### src/ffha_pkg.sv
package ffha_pkg;

    localparam int ARENA_BYTES  = 1048576;
    localparam int HEADER_BYTES = 24;
    localparam int MAX_BLOCKS   = 1024;

    localparam int IDX_W  = $clog2(MAX_BLOCKS);
    localparam int CNT_W  = $clog2(MAX_BLOCKS + 1);
    localparam int OFF_W  = 21;

    localparam logic [1:0] OP_ALLOC   = 2'd0;
    localparam logic [1:0] OP_FREE    = 2'd1;
    localparam logic [1:0] OP_REALLOC = 2'd2;

    localparam logic [1:0] ST_OK   = 2'd0;
    localparam logic [1:0] ST_OOM  = 2'd1;
    localparam logic [1:0] ST_NULL = 2'd2;
    localparam logic [1:0] ST_BAD  = 2'd3;

    typedef struct packed {
        logic [1:0]       operation;
        logic [OFF_W-1:0] request_size;
        logic [OFF_W-1:0] address;
        logic             address_present;
    } req_t;

    typedef struct packed {
        logic [1:0]       status;
        logic [OFF_W-1:0] result_address;
        logic [OFF_W-1:0] copy_bytes;
        logic             relocated;
    } rsp_t;

    // table entry: header offset, payload bytes, free mark
    typedef struct packed {
        logic [19:0] start;
        logic [19:0] bytes;
        logic        is_free;
    } ent_t;

    // table pointer update
    typedef enum logic [2:0] {
        PTR_HOLD,
        PTR_ZERO,
        PTR_INC,
        PTR_DEC,
        PTR_HIT,
        PTR_CNT
    } ptr_op_t;

    typedef enum logic [1:0] {
        CNT_HOLD,
        CNT_INC,
        CNT_DEC
    } cnt_op_t;

    // working entry update
    typedef enum logic [2:0] {
        CUR_HOLD,
        CUR_TAKE,    // load read data
        CUR_ALLOC,   // shrink to request and mark used
        CUR_FREE,
        CUR_USED,
        CUR_ABSORB,  // grow over the entry just read
        CUR_MERGE    // entry just read grows over cur
    } cur_op_t;

    typedef enum logic [1:0] {
        RD_PTR,
        RD_PREV,
        RD_NEXT
    } rd_sel_t;

    typedef enum logic [1:0] {
        WR_CUR,
        WR_RD,
        WR_TAIL
    } wr_sel_t;

    typedef struct packed {
        logic       rd_free;
        logic       fits;
        logic       split_ok;
        logic       addr_match;
        logic       at_end;
        logic       ptr_zero;
        logic       next_exists;
        logic       above_slot;
        logic       size_zero;
        logic       present;
        logic [1:0] operation;
        logic       old_fits;
    } stat_t;

endpackage

### src/ffha_ctrl.sv
module ffha_ctrl
    import ffha_pkg::*;
(
    input  logic             clk,
    input  logic             rst_n,
    input  logic             start,
    output logic             busy,
    output logic             load,
    output logic             mem_rd,
    output rd_sel_t          rd_sel,
    output logic             mem_wr,
    output wr_sel_t          wr_sel,
    output ptr_op_t          ptr_op,
    output cnt_op_t          cnt_op,
    output cur_op_t          cur_op,
    output logic             save_hit,
    output logic             save_old,
    output logic             save_new,
    output logic             fit_mode,
    input  stat_t            stat,
    input  logic [OFF_W-1:0] new_addr,
    input  logic [19:0]      old_bytes,
    output logic             done,
    output rsp_t             rsp
);
    typedef enum logic [21:0] {
        S_IDLE   = 22'd1,
        S_DISP   = 22'd2,
        S_FRD    = 22'd4,       // find: read issued
        S_FCHK   = 22'd8,
        S_FREE   = 22'd16,      // cur holds block at ptr
        S_NRD    = 22'd32,      // read next
        S_NCHK   = 22'd64,
        S_RMRD   = 22'd128,     // remove entry: read ptr+1
        S_RMWR   = 22'd256,
        S_RMEND  = 22'd512,
        S_PRD    = 22'd1024,    // read prev
        S_PCHK   = 22'd2048,
        S_FWB    = 22'd4096,
        S_POSTF  = 22'd8192,    // write back freed cur, merged if a neighbour was free
        S_ARD    = 22'd16384,   // alloc walk
        S_ACHK   = 22'd32768,
        S_AWR    = 22'd65536,
        S_SUPRD  = 22'd131072,  // shift up: read ptr-1
        S_SUPWR  = 22'd262144,
        S_SPLIT  = 22'd524288,
        S_AFIN   = 22'd1048576,
        S_DONE   = 22'd2097152
    } state_t;

    // what the current walk is for
    localparam logic [1:0] PH_FREE = 2'd0;   // free op
    localparam logic [1:0] PH_RA   = 2'd1;   // realloc lookup
    localparam logic [1:0] PH_RF   = 2'd2;   // realloc relocation free
    localparam logic [1:0] PH_RZ   = 2'd3;   // realloc to zero

    state_t state_reg, state_next;
    logic [1:0] ph_reg, ph_next;
    logic       ra_reg, ra_next;     // alloc is part of realloc
    logic       rm_prev_reg, rm_prev_next; // removal for prev merge
    rsp_t       rsp_reg, rsp_next;
    logic       done_reg, done_next;

    always_ff @(posedge clk or negedge rst_n)
    begin
        if (!rst_n)
        begin
            state_reg   <= S_IDLE;
            ph_reg      <= PH_FREE;
            ra_reg      <= 1'b0;
            rm_prev_reg <= 1'b0;
            done_reg    <= 1'b0;
        end
        else
        begin
            state_reg   <= state_next;
            ph_reg      <= ph_next;
            ra_reg      <= ra_next;
            rm_prev_reg <= rm_prev_next;
            done_reg    <= done_next;
        end
    end

    always_ff @(posedge clk)
    begin
        rsp_reg <= rsp_next;
    end

    assign busy = state_reg != S_IDLE;
    assign done = done_reg;
    assign rsp  = rsp_reg;

    function automatic rsp_t mk(logic [1:0] s, logic [OFF_W-1:0] a,
                                logic [OFF_W-1:0] c, logic m);
        rsp_t r;
        r.status = s; r.result_address = a; r.copy_bytes = c; r.relocated = m;
        return r;
    endfunction

    always_comb
    begin
        state_next   = state_reg;
        ph_next      = ph_reg;
        ra_next      = ra_reg;
        rm_prev_next = rm_prev_reg;
        rsp_next     = rsp_reg;
        done_next    = 1'b0;
        load = 1'b0; mem_rd = 1'b0; rd_sel = RD_PTR; mem_wr = 1'b0; wr_sel = WR_CUR;
        ptr_op = PTR_HOLD; cnt_op = CNT_HOLD; cur_op = CUR_HOLD;
        save_hit = 1'b0; save_old = 1'b0; save_new = 1'b0; fit_mode = 1'b1;
        case (state_reg)
            S_IDLE:
            begin
                if (start)
                begin
                    load       = 1'b1;
                    ptr_op     = PTR_ZERO;
                    state_next = S_DISP;
                end
            end
            S_DISP:
            begin
                ra_next      = 1'b0;
                rm_prev_next = 1'b0;
                if (stat.operation == OP_ALLOC
                    || (stat.operation == OP_REALLOC && !stat.present))
                begin
                    if (stat.size_zero)
                    begin
                        rsp_next = mk(ST_NULL, '0, '0, 1'b0); state_next = S_DONE;
                    end
                    else
                    begin
                        mem_rd = 1'b1; state_next = S_ACHK;
                    end
                end
                else if (stat.operation == OP_FREE)
                begin
                    if (!stat.present)
                    begin
                        rsp_next = mk(ST_NULL, '0, '0, 1'b0); state_next = S_DONE;
                    end
                    else
                    begin
                        ph_next = PH_FREE; mem_rd = 1'b1; state_next = S_FCHK;
                    end
                end
                else if (stat.operation == OP_REALLOC)
                begin
                    ph_next = PH_RA; mem_rd = 1'b1; state_next = S_FCHK;
                end
                else
                begin
                    rsp_next = mk(ST_NULL, '0, '0, 1'b0); state_next = S_DONE;
                end
            end
            S_FRD:
            begin
                mem_rd = 1'b1; state_next = S_FCHK;
            end
            S_FCHK:
            begin
                if (stat.addr_match)
                begin
                    if (stat.rd_free)
                    begin
                        rsp_next = mk(ST_BAD, '0, '0, 1'b0); state_next = S_DONE;
                    end
                    else
                    begin
                        cur_op = CUR_TAKE; save_hit = 1'b1;
                        state_next = S_FREE;
                    end
                end
                else if (stat.at_end)
                begin
                    rsp_next = mk(ST_BAD, '0, '0, 1'b0); state_next = S_DONE;
                end
                else
                begin
                    ptr_op = PTR_INC; state_next = S_FRD;
                end
            end
            S_FREE:
            begin
                // cur holds the found used block, ptr is its index
                if (ph_reg == PH_RA)
                begin
                    if (stat.size_zero)
                    begin
                        ph_next = PH_RZ; cur_op = CUR_FREE; state_next = S_NRD;
                    end
                    else if (stat.old_fits)
                    begin
                        fit_mode   = 1'b0;
                        rsp_next   = mk(ST_OK, new_addr, '0, 1'b0);
                        state_next = S_DONE;
                    end
                    else
                    begin
                        save_old = 1'b1; ra_next = 1'b1; ptr_op = PTR_ZERO;
                        state_next = S_ARD;
                    end
                end
                else
                begin
                    cur_op = CUR_FREE; state_next = S_NRD;
                end
            end
            S_NRD:
            begin
                if (stat.next_exists)
                begin
                    mem_rd = 1'b1; rd_sel = RD_NEXT; state_next = S_NCHK;
                end
                else
                    state_next = S_PRD;
            end
            S_NCHK:
            begin
                if (stat.rd_free)
                begin
                    cur_op = CUR_ABSORB; rm_prev_next = 1'b0;
                    ptr_op = PTR_INC; state_next = S_RMRD;
                end
                else
                    state_next = S_PRD;
            end
            S_RMRD:
            begin
                // remove entry at ptr by moving later entries down
                if (stat.next_exists)
                begin
                    mem_rd = 1'b1; rd_sel = RD_NEXT; state_next = S_RMWR;
                end
                else
                begin
                    cnt_op = CNT_DEC; state_next = S_RMEND;
                end
            end
            S_RMWR:
            begin
                mem_wr = 1'b1; wr_sel = WR_RD; ptr_op = PTR_INC; state_next = S_RMRD;
            end
            S_RMEND:
            begin
                ptr_op = PTR_HIT;
                if (rm_prev_reg)
                    state_next = S_FWB;
                else
                    state_next = S_PRD;
            end
            S_PRD:
            begin
                if (!stat.ptr_zero)
                begin
                    mem_rd = 1'b1; rd_sel = RD_PREV; state_next = S_PCHK;
                end
                else
                    state_next = S_FWB;
            end
            S_PCHK:
            begin
                if (stat.rd_free)
                begin
                    // merged block lives at hit-1; drop entry hit
                    cur_op = CUR_MERGE; rm_prev_next = 1'b1;
                    state_next = S_RMRD;
                end
                else
                    state_next = S_FWB;
            end
            S_FWB:
            begin
                if (rm_prev_reg)
                    ptr_op = PTR_DEC;
                state_next = S_POSTF;
            end
            S_POSTF:
            begin
                mem_wr = 1'b1; wr_sel = WR_CUR; rm_prev_next = 1'b0;
                fit_mode = ph_reg == PH_RF;
                state_next = S_DONE;
                case (ph_reg)
                    PH_FREE: rsp_next = mk(ST_OK, new_addr, '0, 1'b0);
                    PH_RZ:   rsp_next = mk(ST_NULL, '0, '0, 1'b0);
                    default: rsp_next = mk(ST_OK, new_addr, OFF_W'(old_bytes), 1'b1);
                endcase
            end
            S_ARD:
            begin
                mem_rd = 1'b1; state_next = S_ACHK;
            end
            S_ACHK:
            begin
                if (stat.fits)
                begin
                    cur_op = CUR_TAKE; save_hit = 1'b1; state_next = S_AWR;
                end
                else if (stat.at_end)
                begin
                    rsp_next = mk(ST_OOM, '0, '0, 1'b0); state_next = S_DONE;
                end
                else
                begin
                    ptr_op = PTR_INC; state_next = S_ARD;
                end
            end
            S_AWR:
            begin
                save_new = 1'b1;
                if (stat.split_ok)
                begin
                    ptr_op = PTR_CNT; state_next = S_SUPRD;
                end
                else
                begin
                    cur_op = CUR_USED; state_next = S_AFIN;
                end
            end
            S_SUPRD:
            begin
                // open a slot at hit+1 by moving entries up
                if (stat.above_slot)
                begin
                    mem_rd = 1'b1; rd_sel = RD_PREV; state_next = S_SUPWR;
                end
                else
                    state_next = S_SPLIT;
            end
            S_SUPWR:
            begin
                mem_wr = 1'b1; wr_sel = WR_RD; ptr_op = PTR_DEC; state_next = S_SUPRD;
            end
            S_SPLIT:
            begin
                mem_wr = 1'b1; wr_sel = WR_TAIL; cnt_op = CNT_INC;
                cur_op = CUR_ALLOC; ptr_op = PTR_HIT; state_next = S_AFIN;
            end
            S_AFIN:
            begin
                mem_wr = 1'b1; wr_sel = WR_CUR;
                if (ra_reg)
                begin
                    // look the old block up again, the split may have moved it
                    ph_next = PH_RF; ptr_op = PTR_ZERO; state_next = S_FRD;
                end
                else
                begin
                    rsp_next = mk(ST_OK, new_addr, '0, 1'b0); state_next = S_DONE;
                end
            end
            S_DONE:
            begin
                done_next  = 1'b1;
                state_next = S_IDLE;
            end
            default: state_next = S_IDLE;
        endcase
    end
endmodule

### config.mk
export PLATFORM = sky130hd
export DESIGN_NAME = ffha_ctrl
export DESIGN_NICKNAME = d
export VERILOG_FILES = /design/src/ffha_pkg.sv /design/src/ffha_ctrl.sv
export SDC_FILE = /design/constraint.sdc
export NUM_CORES = 1
export LEC_CHECK = 0
export BUFFER_PORTS_ARGS = -buffer_cell sky130_fd_sc_hd__buf_2
export CAP_MARGIN = 30
export CORE_MARGIN = 4
export CORE_UTILIZATION = 40
export CTS_CLUSTER_DIAMETER = 30
export DETAILED_ROUTE_END_ITERATION = 12
export PLACE_DENSITY = 0.72
export SYNTH_ARGS = -nofsm -noshare
export SYNTH_HDL_FRONTEND = slang
export SYNTH_SLANG_ARGS = --single-unit
### constraint.sdc
create_clock -name clk -period 14.6 [get_ports clk]
set_clock_uncertainty 0.2 [all_clocks]
set_input_delay 0.73 -clock clk [delete_from_list [all_inputs] [get_ports clk]]
set_output_delay 0.73 -clock clk [all_outputs]
set_load 0.01 [all_outputs]
After elaboration in Yosys (flattened, before gate mapping)
Index checks and enable logic that the tools add are counted.
Word-level totals
  register bits after elaboration: 72
  word-level logic and storage cells: 184
Cells by class
  eq/ne operators: 48
  mux-type cells: 108
  reductions and logical operators: 19
Operator list (count)
  45-bit two-way mux: 14
  22-bit one-hot mux with 21 select lines: 1
  22-bit two-way mux: 15
  45-bit one-hot mux with 6 select lines: 1
  45-bit one-hot mux with 2 select lines: 1
  13-bit two-way mux: 3
  1-bit two-way mux: 37
  3-bit one-hot mux with 11 select lines: 1
  2-bit two-way mux: 15
  2-bit != test, second input constant: 13
  22-bit by 1-bit equality test with 1-bit output, second input constant: 1
  22-bit by 10-bit equality test with 1-bit output, second input constant: 1
  22-bit by 11-bit equality test with 1-bit output, second input constant: 1
  22-bit by 12-bit equality test with 1-bit output, second input constant: 1
  22-bit by 13-bit equality test with 1-bit output, second input constant: 1
  22-bit by 14-bit equality test with 1-bit output, second input constant: 1
  22-bit by 15-bit equality test with 1-bit output, second input constant: 1
  22-bit by 16-bit equality test with 1-bit output, second input constant: 1
  22-bit by 17-bit equality test with 1-bit output, second input constant: 1
  22-bit by 18-bit equality test with 1-bit output, second input constant: 1
  22-bit by 19-bit equality test with 1-bit output, second input constant: 1
  22-bit by 2-bit equality test with 1-bit output, second input constant: 1
  22-bit by 20-bit equality test with 1-bit output, second input constant: 1
  22-bit by 21-bit equality test with 1-bit output, second input constant: 1
  other kinds (37): 60

Depth between registers and ports, before layout
  depth in word-level cells: 5
  gate-level depth with buffers: 8

Least setup slack after synthesis
Ideal clock, no wire load.
  path type: reg-to-reg
  start: reg state_reg[2]
  end: reg rsp_reg (netlist bit rsp[0]), enable pin
  setup time: 0.555 ns
  arrival: 5.951 ns
  required time: 13.845 ns
  setup slack: 7.894 ns
  cell stages (with the launch flop): 6
  clock period less this slack: 6.706 ns
  cell sequence: dfrtp_1 > or4_4 > nor4_2 > or2_2 > o2111ai_1 > nor4_1
Between the ends
  word-level cells in the longest chain between the ends: 3
  elaborated cells between the ends (all ways): 19
Ends and longest elaborated chain
  from (decl): RTL line ffha_ctrl.sv:57  | state_t state_reg, state_next;
  from (signal assigned): RTL line ffha_ctrl.sv:76  | state_reg <= state_next;
  22-bit by 2-bit equality test with 1-bit output (tied with other cells): RTL line ffha_ctrl.sv:111  | case (state_reg)
  4-bit != test (no line) (tied with other cells)
  12-bit AND reduction (no line) *
  to (signal assigned): RTL line ffha_ctrl.sv:86  | rsp_reg <= rsp_next;
  to (decl): RTL line ffha_ctrl.sv:61  | rsp_t rsp_reg, rsp_next;
Every way passes the cells marked *; elsewhere a longest branch is shown, timed or not.
A chain may end at the register's enable or synchronous reset.

Worst setup path in the final report
  start: reg state_reg[17]
  end: out mem_rd
Between the ends
  word-level cells in the longest chain between the ends: 3
  elaborated cells between the ends (all ways): 10
Ends and longest elaborated chain
  22-bit by 15-bit equality test with 1-bit output (tied with other cells): RTL line ffha_ctrl.sv:111
  2-bit OR reduction (no line)
  1-bit one-hot mux with 5 select lines *: RTL line ffha_ctrl.sv:111
  to (decl): RTL line ffha_ctrl.sv:9  | output logic mem_rd,
Marked as above.

==> reports/metrics.yaml <==
sta:
  hold_viol_final: 0
  drv_slew: 0
  setup_viol: 0
  worst_pin_slew_ns: 0.7630
  period_share: 0.2597
  timing.final.ws_setup_ns: 10.81
  relSlewSlack: 0.4782
  setup-tns-final_ns: 0
  fmax_mhz: 263.7
  rsz0062_at_grt: "false"
  period_needed_ns: 3.792
  fin_hold_ws_ns: 0.1893
worst_setup_path:
  path_class: "register to output pin"
  slowest_stage: "nor4b_1"
  cp_cell_sequence: "nor4_2 > nand2_1 > nor3_1 > nor4b_1 > and2_1 > or3_1 > buf_2"
  crit_buf_inv: 1
  critPathCaptureType: "output pin"
  critPathLaunchType: "register"
  arrival_ns: 2.86
  crit_fanout: 13
  critPathTopFamily: "simple AND/OR/NAND/NOR gates"
  crit_path_max_incr_delay_ns: 0.52
  critical_path_required_ns: 13.67
place:
  port_buffers: 121
  detailed_place_hpwl_um: 7275
  globalplace.congestion: 0.9122
  preCtsSetupSlack_ns: 11.20
pwr:
  leakagePower_uw: 0.002064
  irDropWorstVdd_v: 0.00005405
  p_total_uw: 587.4
  seqPwrFrac: 0.447
  power_density_nw_per_um2: 127.7
  comb_power_share: 0.245
  intPower_uw: 401.4
  clock_power_share: 0.307
  swShare: 0.3166
  p_switching_uw: 186.0
drt:
  first_pass_iters: 6
  drt_iter0_drc: 200
  wl_met3_um: 932
  wirelength_um: 9516
  top_layer_used: "met4"
  routedWlPerCell_um: 16.78
  drc_errors: 0
  route.detailed.vias_per_inst: 5.429
  antenna_left: 0
  vias: 3078
  met1Wirelength_um: 4090
  met2_length_um: 4362
clock_tree:
  cts_setup_buffers: 0
  insertion_delay_ns: 0.34
  path_clk_slew_ns: 0.09
  cts.path.max_buffers: 2
  clockRootBuffer: "clkbuf_8"
  cts_hold_buf: 0
  numCtsBuffers: 9
  cts-resized-gates: 0
  tritoncts: "yes"
  h-tree-depth: 3
  cts_num_sinks: 71
layout:
  final_nets: 518
  fillCellCount: 772
  antenna_cells: 0
  multi_input_area_um2: 1577
  drive_gt1_frac: 0.3420
  area_delta_synth_final_pct: 25.75
  regArea_um2: 1998
  final_common_cell: "buf_2"
  most-common-layout-cells: "buf_2 (121), edfxtp_1 (44), dfrtp_1 (26)"
  largest_register_ffs: 44
die:
  dieArea_um2: 10740
  dieWidth_um: 103.6
  ios: 123
  rows: 34
  start_util: 0.4155
  die_y_um: 103.6
  core-area_um2: 8806
run:
  cap_violations: 0
outcome:
  status: "completed"
min_path:
  hp-class: "input pin to async pin"
grt:
  grt.overflow.total: 0
  grt_pass1_wl_um: 15310
  antenna_found_initial: 0
  grt_pass1_vias: 3031
  grt_max_degree: 45
  grtUsageTotal: 0.1759
synthesis:
  yosysWarnings: 0
  synth-edff-count: 44
  ys_types: 61
  syn_inst: 329
  async_flop_share: 0.3803
  syn_nets: 393
  synth_top_flop_cell: "edfxtp_1"
  syn_avg_cell_area_um2: 11.12
  syn_area_um2: 3659
  synth_seq_cells: 71
  ys_seq_area_frac: 0.5462
[layer usage]
metal / track usage / up-vias
met5: 0 / -
met3: 0.05410 / 13
met2: 0.2748 / 178
li1: - / 1456
met4: 0.06553 / 0
met1: 0.2308 / 1431
[cell families (layout without fill, tap and decap cells)]
kind of cell / after synthesis / after routing / synth area share
DFF: 71 / 71 / 0.5462
adders and majority gates: 7 / 7 / 0.02394
AOI/OAI and AO/OA: 43 / 43 / 0.08140
xor gates and xnor gates: 3 / 3 / 0.007183
other: 1 / 1 / 0.001025
and+or+nand+nor: 182 / 182 / 0.3129
buffers and inverters: 21 / 151 / 0.02462
muxes: 1 / 1 / 0.002736
[layout make-up]
type | count | area share
tap | 108 | 0.02937
multi-input combinational | 237 | 0.3427
sequential | 71 | 0.4343
inverter | 13 | 0.01061
clock inverter | 7 | 0.02284
timing repair buffer | 122 | 0.1333
clock buffer | 9 | 0.02692
[synth_stat cells, types with 4 or more instances]
master	n	share of area
o21ai_0	10	0.014
dfrtp_1	26	0.18
nor2b_1	25	0.043
nand2b_1	10	0.017
nor3b_1	4	0.0082
inv_1	13	0.013
ha_1	7	0.024
or3_1	5	0.0085
nor2_1	25	0.026
nor4_1	5	0.0085
nor3_1	6	0.0082
nor4b_1	9	0.022
nand4_1	4	0.0068
nand3_1	11	0.015
edfxtp_1	44	0.36
a21oi_1	5	0.0068
and2_1	23	0.039
nand2_1	23	0.024
nand3b_1	4	0.0082
o21a_1	4	0.0082
[path summary, 6_finish.rpt]
| check | from | slack, ns | endpoint | cells after the start |
|---|---|---|---|---|
| setup / recovery | state_reg[17] | 10.81 | mem_rd | 7 |
| hold / removal | rst_n | 0.19 | rm_prev_reg | 1 |
| setup reg to reg | state_reg[17] | 11.15 | rsp[30] | 7 |
| hold reg to reg | ra_reg | 0.37 | ra_reg | 2 |
| max in group asynchronous | rst_n | 13.60 | ph_reg[1] | 1 |
| min in group clk | stat[5] | 0.34 | state_reg[19] | 2 |
[through the flow]
step | std cells | utilization | cell area, um2
after floorplan | 329 | - | 3659
after global placement | 551 | 0.4964 | 4372
after detailed placement | 551 | 0.4964 | 4372
after CTS | 567 | 0.5225 | 4601
after global routing | 567 | 0.5225 | 4601
final | 567 | 0.5225 | 4601
[power groups by stage]
stage          Sequential [uW]  Clock (uW)  Combinational, uW
6_report                   263         181                144
4_1_cts                    263         185                143
5_1_grt                    267         195                156
2_1_floorplan              282           0               72.6
3_3_place_gp               266           0                141
3_5_place_dp               267           0                142
(Power assumes the default switching activity.)
